## src/design/bblur_pkg.sv

```systemverilog
// ----------------------------------------------------------------------------
// bblur_pkg
// Shared types, constants and a helper function of the 3x3 RGB box blur.
// ----------------------------------------------------------------------------
package bblur_pkg;

  localparam int CH_W      = 8;
  localparam int NUM_CH    = 3;
  localparam int WIN       = 3;
  localparam int CFG_W     = 11;
  localparam int CFG_IDX_W = 2;
  localparam int CFG_RESET = 1024;

  localparam logic [CFG_IDX_W-1:0] REG_FRAME_WIDTH  = 2'd0;
  localparam logic [CFG_IDX_W-1:0] REG_FRAME_HEIGHT = 2'd1;

  localparam int CH_RED   = 0;
  localparam int CH_GREEN = 1;
  localparam int CH_BLUE  = 2;

  localparam int CELL_RIGHT  = 0;
  localparam int CELL_CENTER = 1;
  localparam int CELL_LEFT   = 2;

  localparam int COL_SUM_W   = 10;
  localparam int WIN_SUM_W   = 12;
  localparam int NUM_W       = 13;
  localparam int MUL_IN_W    = 12;
  localparam int RECIP_W     = 15;
  localparam int PROD_W      = 27;
  localparam int CNT_W       = 4;
  localparam int DIV_SHIFT_W = 2;
  localparam int RECIP_SHIFT = 14;

  localparam logic [RECIP_W-1:0] RECIP_ONE   = 15'd16384;
  localparam logic [RECIP_W-1:0] RECIP_THIRD = 15'd5462;
  localparam logic [RECIP_W-1:0] RECIP_NINTH = 15'd1821;

  typedef logic [NUM_CH-1:0][CH_W-1:0] pixel_t;

  typedef struct packed {
    pixel_t top;
    pixel_t mid;
    pixel_t bot;
  } column_t;

  typedef logic [NUM_CH-1:0][COL_SUM_W-1:0] col_sum_t;
  typedef logic [WIN-1:0][NUM_CH-1:0][COL_SUM_W-1:0] win_sums_t;

  typedef struct packed {
    logic top;
    logic bot;
  } row_mask_t;

  typedef struct packed {
    row_mask_t rows;
    logic      left;
    logic      right;
  } win_mask_t;

  typedef struct packed {
    logic rd_en;
    logic wr_en;
  } lb_ctrl_t;

  typedef struct packed {
    logic sum_en;
    logic mul_en;
  } avg_ctrl_t;

  typedef struct packed {
    logic [DIV_SHIFT_W-1:0] shift;
    logic [RECIP_W-1:0]     recip;
  } div_param_t;

  typedef enum logic [2:0] {
    S_IDLE,
    S_SHIFT,
    S_SUM,
    S_DIV,
    S_OUT
  } state_t;

  // Rounded mean is (2*sum + count) / (2*count): a shift by the power of two
  // in 2*count, then a multiply by the reciprocal of the odd factor.
  function automatic div_param_t div_params(input logic [CNT_W-1:0] count);
    div_param_t p;
    unique case (count)
      4'd1: begin
        p.shift = 2'd1;
        p.recip = RECIP_ONE;
      end
      4'd2: begin
        p.shift = 2'd2;
        p.recip = RECIP_ONE;
      end
      4'd3: begin
        p.shift = 2'd1;
        p.recip = RECIP_THIRD;
      end
      4'd4: begin
        p.shift = 2'd3;
        p.recip = RECIP_ONE;
      end
      4'd6: begin
        p.shift = 2'd2;
        p.recip = RECIP_THIRD;
      end
      4'd9: begin
        p.shift = 2'd1;
        p.recip = RECIP_NINTH;
      end
      default: begin
        p.shift = 2'd1;
        p.recip = RECIP_ONE;
      end
    endcase
    return p;
  endfunction

endpackage

```

## src/design/bblur_col_cell.sv

```systemverilog
// ----------------------------------------------------------------------------
// bblur_col_cell
// One column of the 3x3 window; passes its column on and sums its rows.
// ----------------------------------------------------------------------------
module bblur_col_cell (
  input  logic                 clk,
  input  logic                 shift,
  input  bblur_pkg::column_t   col_in,
  input  bblur_pkg::row_mask_t rows,
  output bblur_pkg::column_t   col_out,
  output bblur_pkg::col_sum_t  col_sum
);
  import bblur_pkg::*;

  column_t col;

  always_ff @(posedge clk) begin
    if (shift) begin
      col <= col_in;
    end
  end

  assign col_out = col;

  always_comb begin
    for (int ch = 0; ch < NUM_CH; ch++) begin
      col_sum[ch] = COL_SUM_W'(col.mid[ch])
                  + (rows.top ? COL_SUM_W'(col.top[ch]) : COL_SUM_W'(0))
                  + (rows.bot ? COL_SUM_W'(col.bot[ch]) : COL_SUM_W'(0));
    end
  end

endmodule

```

## config.mk

```make
export PLATFORM = sky130hd
export DESIGN_NAME = bblur_col_cell
export DESIGN_NICKNAME = d
export VERILOG_FILES = /design/src/design/bblur_pkg.sv /design/src/design/bblur_col_cell.sv
export SDC_FILE = /design/constraint.sdc
export NUM_CORES = 1
export LEC_CHECK = 0
export ABC_AREA = 1
export BUFFER_PORTS_ARGS = -buffer_cell sky130_fd_sc_hd__clkbuf_2
export CORE_ASPECT_RATIO = 0.5
export CORE_MARGIN = 5
export CORE_UTILIZATION = 52
export CTS_CLUSTER_DIAMETER = 120
export DETAILED_ROUTE_END_ITERATION = 10
export GPL_ROUTABILITY_DRIVEN = 0
export MAX_ROUTING_LAYER = met4
export PLACE_DENSITY = 0.87
export RECOVER_POWER = 50
export SLEW_MARGIN = 5
export SYNTH_ARGS = -nofsm -noshare
export SYNTH_HDL_FRONTEND = slang
export SYNTH_SLANG_ARGS = --single-unit
```

## constraint.sdc

```tcl
create_clock -name clk -period 5.15 [get_ports clk]
set_input_delay 1.03 -clock clk [delete_from_list [all_inputs] [get_ports clk]]
set_output_delay 1.03 -clock clk [all_outputs]
set_load 0.02 [all_outputs]
```

==> impl_metrics.env <==
export IMPL_start_util=0.546
export IMPL_synthToLayoutAreaGrowth_pct=30.9
export IMPL_syn_area_um2=4090
export IMPL_required_ps=4120
export IMPL_power_frac_clock=0.308
export IMPL_antenna_left=0
export IMPL_wl_per_cell_um=14.2
export IMPL_finalSetupTns_ps=0
export IMPL_io_pins=178
export IMPL_ir_worst_vdd_mv=0.246
export IMPL_cts_tree="built"
export IMPL_clock_fmax_ghz=0.221
export IMPL_syn_area_per_cell_um2=10.8
export IMPL_drive_above_1_share=0.281
export IMPL_rsz0062_at_grt="false"
export IMPL_power_share_combinational=0.338
export IMPL_syn_inst=380
export IMPL_drt_iter0_drc=177
export IMPL_power_switching_uw=696
export IMPL_dpl_worst_slack_ps=641
export IMPL_yosysWarnings=0
export IMPL_dpl_cell_area_um2=5100
export IMPL_powerDensity_nw_per_um2=385
export IMPL_critPathMaxFanout=24
export IMPL_path_class="in -> out"
export IMPL_grt_usage=0.208
export IMPL_cts_clk_slew_worst_paths_ps=50
export IMPL_antenna_found_initial=0
export IMPL_grt_first_pass_wirelength_um=15400
export IMPL_hpwl_um=7790
export IMPL_period_needed_ps=4530
export IMPL_num_rows=22
export IMPL_die_w_um=135
export IMPL_drc_errors=0
export IMPL_critPathLaunchType="input pin"
export IMPL_coreArea_um2=7490
export IMPL_cp_arrival_ps=3500
export IMPL_status="finished with violations"
export IMPL_slew_violations=49
export IMPL_clock_root_buffer="clkbuf_16"
export IMPL_seq_power_share=0.354
export IMPL_final_nets=689
export IMPL_die_h_um=72.7
export IMPL_grt_remaining_overflow=0
export IMPL_crit_path_end_kind="output pin"
export IMPL_finalSetupViolations=0
export IMPL_yosysSeqAreaShare=0.529
export IMPL_dr_pass1_iters=4
export IMPL_leakage_nw=2.85
export IMPL_fill_cells=579
export IMPL_internal_power_mw=1.37
export IMPL_fin_area_um2=5360
export IMPL_ys_ff_latch=72
export IMPL_antennaDiodeCount=0
export IMPL_violations="max-capacitance violations, max-slew violations"
export IMPL_min_path_type="in -> reg"
export IMPL_grt_max_degree=49
export IMPL_switching_share=0.337
export IMPL_worst_pin_slew_ps=2540
export IMPL_synth_nets=504
export IMPL_die_area_um2=9850
export IMPL_portBuffers=177
export IMPL_cts_repair_resized=0
export IMPL_synth_cell_types=21
export IMPL_timing_final_hold_violations=0
export IMPL_drt_total_wl_um=9600
export IMPL_via_per_inst=4.58
export IMPL_period_share=0.879
export IMPL_setup_ws_ps=623
export IMPL_cts_setup_buffers=0
export IMPL_power_mw=2.06
export IMPL_num_vias=3107
export IMPL_hold_buffers=0
export IMPL_cts_sinks=72
export IMPL_grt_pass1_vias=3259
export IMPL_cts_max_level=3
export IMPL_cap_violations=1
export IMPL_maxSlewHeadroom=-0.692
export IMPL_clock_path_buffers=2
export IMPL_largest_reg_flops=72
export IMPL_cts_buffers=9
[metal layers]
| metal | GRT usage | share of wire | vias to the layer above |
|---|---|---|---|
| met4 | 0.0592 | 0.011 | 0 |
| met2 | 0.384 | 0.54 | 94 |
| met5 | - | 0 | - |
| li1 | - | - | 1555 |
| met3 | 0.0461 | 0.056 | 10 |
| met1 | 0.228 | 0.39 | 1448 |
[area by class of cell]
cell class / count / area, µm² / area share
Sequential cell: 72 / 2160 / 0.404
Multi-Input combinational cell: 218 / 1590 / 0.296
Timing Repair Buffer: 178 / 846 / 0.158
Inverter: 86 / 323 / 0.0603
Clock buffer: 11 / 233 / 0.0435
Tap cell: 108 / 135 / 0.0252
Clock inverter: 5 / 71.3 / 0.0133
[worst paths after layout]
| kind | start | slack, ps | cells past startpoint | endpoint |
|---|---|---|---|---|
| min | col_in[57] | 880 | 1 | col_out[57]$_DFFE_PP_ |
| max | rows[1] | 620 | 13 | col_sum[17] |
[synthesized netlist by cell type, drive strengths merged]
master	n	share of area
o21ai	2	0.0024
nand4	1	0.0015
nor2	10	0.0098
buf	4	0.0049
nand3	14	0.022
xnor2	5	0.011
or2	3	0.0058
ha	21	0.064
a21oi	8	0.0098
nand2	118	0.11
inv	86	0.079
xor2	4	0.0086
and2	2	0.0031
nand3b	3	0.0086
fa	27	0.13
edfxtp	72	0.53
[power groups by stage]
stage	Clock, mW	Sequential (mW)	Combinational (mW)
global placement	0	0.740	0.686
floorplan	0	0.794	0.419
CTS	0.648	0.730	0.710
detailed placement	0	0.742	0.706
finish	0.636	0.730	0.696
global route	0.679	0.737	0.771
[cell families after synthesis]
| kind of cell | share of synthesized area |
|---|---|
| buffers and inverters | 0.0838 |
| AOI/OAI and AO/OA | 0.0122 |
| adders and majority gates | 0.196 |
| xor gates and xnor gates | 0.0193 |
| and+or+nand+nor | 0.160 |
| DFF | 0.529 |
[through the flow]
step | instances | utilization | hold slack [ps]
6_report | 678 | 0.715 | 881
5_1_grt | 678 | 0.715 | 863
4_1_cts | 678 | 0.722 | 869
3_5_place_dp | 662 | 0.681 | 1210
3_3_place_gp | 662 | 0.681 | 1210
2_1_floorplan | 380 | - | 1130
[critical path, stage by stage]
cell,delay (ps)
clkbuf_2,470
nand2_1,160
fa_1,530
inv_1,50
ha_1,240
fa_1,420
nand2_1,90
nand2_1,70
nand3b_1,130
nand2_1,70
nand2_1,60
nand2_1,50
clkbuf_2,150
[placed cells by master, fill, tap and decap left out, types with 2 or more instances in the layout]
cell type and count:
nand3_1 10, nand3_2 4, ha_1 21, clkbuf_16 9, edfxtp_1 72, clkinv_1 3
or2_4 2, a21oi_1 8, clkbuf_2 139, nand3b_1 2, xnor2_1 5, nand2_1 117
bufinv_16 2, o21ai_0 2, and2_1 2, nor2_1 9, clkbuf_1 40, inv_1 86
xor2_1 4, fa_1 27
Power figures use the tool's default switching activity.
