**src/design/bblur_pkg.sv**
```systemverilog
// ----------------------------------------------------------------------------
// bblur_pkg
// Shared types, constants and a helper function of the 3x3 RGB box blur.
// ----------------------------------------------------------------------------
package bblur_pkg;

  localparam int CH_W      = 8;
  localparam int NUM_CH    = 3;
  localparam int WIN       = 3;
  localparam int CFG_W     = 11;
  localparam int CFG_IDX_W = 2;
  localparam int CFG_RESET = 1024;

  localparam logic [CFG_IDX_W-1:0] REG_FRAME_WIDTH  = 2'd0;
  localparam logic [CFG_IDX_W-1:0] REG_FRAME_HEIGHT = 2'd1;

  localparam int CH_RED   = 0;
  localparam int CH_GREEN = 1;
  localparam int CH_BLUE  = 2;

  localparam int CELL_RIGHT  = 0;
  localparam int CELL_CENTER = 1;
  localparam int CELL_LEFT   = 2;

  localparam int COL_SUM_W   = 10;
  localparam int WIN_SUM_W   = 12;
  localparam int NUM_W       = 13;
  localparam int MUL_IN_W    = 12;
  localparam int RECIP_W     = 15;
  localparam int PROD_W      = 27;
  localparam int CNT_W       = 4;
  localparam int DIV_SHIFT_W = 2;
  localparam int RECIP_SHIFT = 14;

  localparam logic [RECIP_W-1:0] RECIP_ONE   = 15'd16384;
  localparam logic [RECIP_W-1:0] RECIP_THIRD = 15'd5462;
  localparam logic [RECIP_W-1:0] RECIP_NINTH = 15'd1821;

  typedef logic [NUM_CH-1:0][CH_W-1:0] pixel_t;

  typedef struct packed {
    pixel_t top;
    pixel_t mid;
    pixel_t bot;
  } column_t;

  typedef logic [NUM_CH-1:0][COL_SUM_W-1:0] col_sum_t;
  typedef logic [WIN-1:0][NUM_CH-1:0][COL_SUM_W-1:0] win_sums_t;

  typedef struct packed {
    logic top;
    logic bot;
  } row_mask_t;

  typedef struct packed {
    row_mask_t rows;
    logic      left;
    logic      right;
  } win_mask_t;

  typedef struct packed {
    logic rd_en;
    logic wr_en;
  } lb_ctrl_t;

  typedef struct packed {
    logic sum_en;
    logic mul_en;
  } avg_ctrl_t;

  typedef struct packed {
    logic [DIV_SHIFT_W-1:0] shift;
    logic [RECIP_W-1:0]     recip;
  } div_param_t;

  typedef enum logic [2:0] {
    S_IDLE,
    S_SHIFT,
    S_SUM,
    S_DIV,
    S_OUT
  } state_t;

  // Rounded mean is (2*sum + count) / (2*count): a shift by the power of two
  // in 2*count, then a multiply by the reciprocal of the odd factor.
  function automatic div_param_t div_params(input logic [CNT_W-1:0] count);
    div_param_t p;
    unique case (count)
      4'd1: begin
        p.shift = 2'd1;
        p.recip = RECIP_ONE;
      end
      4'd2: begin
        p.shift = 2'd2;
        p.recip = RECIP_ONE;
      end
      4'd3: begin
        p.shift = 2'd1;
        p.recip = RECIP_THIRD;
      end
      4'd4: begin
        p.shift = 2'd3;
        p.recip = RECIP_ONE;
      end
      4'd6: begin
        p.shift = 2'd2;
        p.recip = RECIP_THIRD;
      end
      4'd9: begin
        p.shift = 2'd1;
        p.recip = RECIP_NINTH;
      end
      default: begin
        p.shift = 2'd1;
        p.recip = RECIP_ONE;
      end
    endcase
    return p;
  endfunction

endpackage

```
**src/design/bblur_average.sv**
```systemverilog
// ----------------------------------------------------------------------------
// bblur_average
// Adds the window columns and forms the rounded mean by reciprocal multiply.
// ----------------------------------------------------------------------------
module bblur_average (
  input  logic                 clk,
  input  bblur_pkg::avg_ctrl_t ctrl,
  input  bblur_pkg::win_sums_t sums,
  input  bblur_pkg::win_mask_t mask,
  output bblur_pkg::pixel_t    result
);
  import bblur_pkg::*;

  logic [1:0]           n_rows;
  logic [1:0]           n_cols;
  logic [CNT_W-1:0]     count;
  div_param_t           param_now;
  div_param_t           param;
  logic [WIN_SUM_W-1:0] win_sum [NUM_CH];
  logic [NUM_W-1:0]     num_now [NUM_CH];
  logic [NUM_W-1:0]     num     [NUM_CH];
  logic [MUL_IN_W-1:0]  mul_in  [NUM_CH];
  logic [PROD_W-1:0]    prod    [NUM_CH];

  always_comb begin
    n_rows    = 2'd1 + 2'(mask.rows.top) + 2'(mask.rows.bot);
    n_cols    = 2'd1 + 2'(mask.left) + 2'(mask.right);
    count     = CNT_W'(n_rows) * CNT_W'(n_cols);
    param_now = div_params(count);
    for (int ch = 0; ch < NUM_CH; ch++) begin
      win_sum[ch] = WIN_SUM_W'(sums[CELL_CENTER][ch])
                  + (mask.left  ? WIN_SUM_W'(sums[CELL_LEFT][ch])  : WIN_SUM_W'(0))
                  + (mask.right ? WIN_SUM_W'(sums[CELL_RIGHT][ch]) : WIN_SUM_W'(0));
      num_now[ch] = NUM_W'({win_sum[ch], 1'b0}) + NUM_W'(count);
      mul_in[ch]  = MUL_IN_W'(num[ch] >> param.shift);
    end
  end

  always_ff @(posedge clk) begin
    if (ctrl.sum_en) begin
      num   <= num_now;
      param <= param_now;
    end
    if (ctrl.mul_en) begin
      for (int ch = 0; ch < NUM_CH; ch++) begin
        prod[ch] <= PROD_W'(mul_in[ch]) * PROD_W'(param.recip);
      end
    end
  end

  always_comb begin
    for (int ch = 0; ch < NUM_CH; ch++) begin
      result[ch] = prod[ch][RECIP_SHIFT +: CH_W];
    end
  end

endmodule
```
**config.mk**
```make
export PLATFORM = sky130hd
export DESIGN_NAME = bblur_average
export DESIGN_NICKNAME = d
export VERILOG_FILES = /design/src/design/bblur_pkg.sv /design/src/design/bblur_average.sv
export SDC_FILE = /design/constraint.sdc
export NUM_CORES = 1
export LEC_CHECK = 0
export BUFFER_PORTS_ARGS = -buffer_cell sky130_fd_sc_hd__buf_4
export CAP_MARGIN = 0
export CORE_MARGIN = 2
export CORE_UTILIZATION = 43
export CTS_BUF_LIST = sky130_fd_sc_hd__clkbuf_8
export CTS_CLUSTER_SIZE = 14
export DETAILED_ROUTE_END_ITERATION = 7
export GPL_ROUTABILITY_DRIVEN = 0
export HOLD_SLACK_MARGIN = 0.08
export PLACE_DENSITY = 0.66
export RECOVER_POWER = 25
export SLEW_MARGIN = 20
export SYNTH_ARGS = -nofsm -noshare
export SYNTH_HDL_FRONTEND = slang
export SYNTH_SLANG_ARGS = --single-unit
```
**constraint.sdc**
```tcl
create_clock -name clk -period 6.2 [get_ports clk]
set_clock_uncertainty 0.2 [all_clocks]
set_input_delay 1.24 -clock clk [delete_from_list [all_inputs] [get_ports clk]]
set_output_delay 1.24 -clock clk [all_outputs]
set_load 0.01 [all_outputs]
```
==> metrics <==
status finished with violations; failing checks max-capacitance violations, max-slew violations; compound-cell area share of the yosys netlist 6.04%; cell area after synthesis 0.0164 mm2; crit path kind reg2reg; syn nets 2,288; Seq cells post-synth 67; yosys warns 0; max-capacitance violation count 1; Synth area leaders fa_1, ha_1, edfxtp_1; Area after DPL 0.0180 mm2; clock sinks 67; CTS Buf Count 9; Root Buffer clkbuf_8; Hold Crit Depth 3; Core ar. 0.0377 mm2; worst r2r path cells 21; Avg Inst Size Synth 9.75 um2; predominant post-synthesis flop cell edfxtp_1; # port buffers 120; Via Count 11,200; clock slew at reported path FFs 0.10 ns; Hold-fix buffers, CTS 0; Final Critical Period 6.01 ns; GR Util All Layers 18.9%; die height 200 um; XOR/XNOR Fraction of Synth Area 4.37%; Final Max Slew Viols 44; Die X 200 um; asr flop ratio synth 0%; r2r setup slk 0.19 ns; Hold Startpoint param[14]; r2r startpoint param[15]; reg2reg end prod[0][21]; worst hold path type reg2reg; Gate Count Post-Synth 1,687; Synth Area in Simple Gates 11.4%; # H-tree levels 3; post-synth top area cell fa_1; ant diodes 0; Post-Route WL 35,800 um; first-pass GRT wire length 59,200 um; Min-Delay Endpoint prod[0][75]; Max clock buf depth 2; fin area 0.0186 mm2; crit-path max FO 6; multi-input logic area 0.0127 mm2; fmax 0.167 GHz; CTS tree done; I/O pin count 121; Worst Tran Pin Value 2.14 ns; Worst Setup End Kind register; endpoints failing setup 0; required time of the critical path 6.15 ns; Slew HR -42.3%; DRC viols 0; share of cells above drive strength 1 14.3%; dpl hpwl 31,800 um; count of cell types in the netlist 64; DR pass1 iterations 7; FILL cells 3,515; Final Hold Viols 0; Post-Synth Adder-Cell Area 50.0%; post-route clock period utilization 96.9%; startpoint types register; largest family of logic cells by synthesized area adder cells; EDFF count, synth 67; Synth top area share 31.2%; hold slack 1.04 ns; sequential area share after synthesis 12.2%; Antenna Violating Nets Remaining 0; Die Area 0.0398 mm2; initial DRC count 481; vias in the first global route 12,000; vias per cell 4.78; Site Rows 71; WL/cell 15.2 um; initial antenna violation count 0; gr ovfl total 0; Final nets 2,431; crit path DAT 5.96 ns; area growth from synthesis to layout 13.2%; largest net degree at the start of global routing 44; Placed Cells 2,311; non-filler cells in the finished layout 2,346; Initial Util 43.7%; mux cell area share after synthesis 4.13%; Clk Latency, worst-skew pair 0.39 ns; Reg area 0.00201 mm2
-- metal layers --
layer	GRT usage, %	vias up	part of all wire, %
met3	3.26	26	5.1
li1	-	5532	-
met2	30.4	273	46
met5	0	-	0
met1	26.9	5381	48
met4	3.46	0	1.1
-- stage by stage --
step	TNS (ns)	setup WS (ns)	utilization, %
after global placement	0	0.115	47.9
after global routing	-0.191	-0.0714	49.4
after floorplan	0	0.00134	-
final	0	0.194	49.4
after detailed placement	-0.164	-0.0652	47.9
after CTS	-0.0324	-0.0324	48.4
-- state kept, by name (all words and copies together) (netlist names) --
name and count:
num 37, prod 24, param 6
-- placed cells by master (no fill, tap or decap), drive strengths merged, types with 2 or more instances in the layout --
master,Yosys,layout
mux2i,6,6
xor2,17,17
a31oi,5,5
a21boi,2,2
ha,248,248
nand3,9,9
mux4,27,27
a311oi,6,6
clkbuf,20,13
or3,4,4
or2,5,5
edfxtp,67,67
nor4,2,2
clkinv,0,3
nor3,15,15
nand2b,6,6
o211a,3,3
a21oi,42,42
nand2,83,83
fa,256,256
nand4bb,2,2
and3,6,6
inv,483,486
a21o,13,13
nand4b,3,3
a211oi,6,6
a31o,5,5
nand4,5,5
o21bai,10,10
and2,146,146
o21ai,30,30
o21a,7,7
nor2,43,43
nor2b,15,15
nor4b,2,2
buf,7,155
o211ai,4,4
xnor2,65,65
-- logic make-up (layout without fill, tap and decap cells) --
logic type,Yosys count,count (layout)
AND/OR/NAND/NOR,348,348
buffers and inverters,510,658
XOR/XNOR,82,82
AO/OA/AOI/OAI,143,143
flip-flops,67,67
adder cells (fa/ha/maj),504,504
multiplexers,33,33
-- what timing repair did --
action / in CTS / in global routing
gates resized for setup: 2 / 48
setup endpoints to repair: 6 / 19
pin swaps: 0 / 23
cloned: 0 / 3
buffers inserted: 0 / 16
-- synthesized netlist by cell type (all sizes together) (15+ instances only) --
library cell,instances
xor2,17
fa,256
and2,146
nand2,83
edfxtp,67
inv,483
o21ai,30
nor2b,15
nor2,43
clkbuf,20
a21oi,42
xnor2,65
nor3,15
ha,248
mux4,27
-- layout make-up --
class | count | share of cell area (%)
multi-input cells | 1110 | 68.2
repair buffers | 159 | 6.86
flip-flops and latches | 67 | 10.8
inverters | 483 | 9.74
well taps | 511 | 3.44
clock buffers | 9 | 0.666
clock inverters | 7 | 0.316
-- worst max-delay path, stage by stage (launching register included) --
cell      delay (ns)
edfxtp_1        0.39
buf_6           0.17
mux4_2          0.52
and2_4          0.19
fa_1            0.56
inv_1           0.06
fa_1            0.50
inv_1           0.06
fa_1            0.50
fa_1            0.50
inv_1           0.06
fa_1            0.53
inv_1           0.07
ha_4            0.25
and3_1          0.16
a221oi_2        0.25
nand2b_4        0.18
o211a_1         0.17
o21ai_2         0.09
o21a_1          0.19
nor2_2          0.09
xnor2_1         0.06
-- worst max-delay path by stage --
stage          slack (ns)          end  startpoint
4_1_cts             -0.03  prod[0][19]   param[15]
3_3_place_gp         0.12  prod[0][47]   param[15]
5_1_grt             -0.07  prod[0][21]   param[16]
2_1_floorplan       0.001  prod[0][19]   param[16]
3_5_place_dp        -0.07  prod[0][47]   param[15]
6_report             0.19  prod[0][21]   param[15]
Power is not shown: default switching activity piles up to over one toggle a cycle in this logic, so the estimate is an artifact.
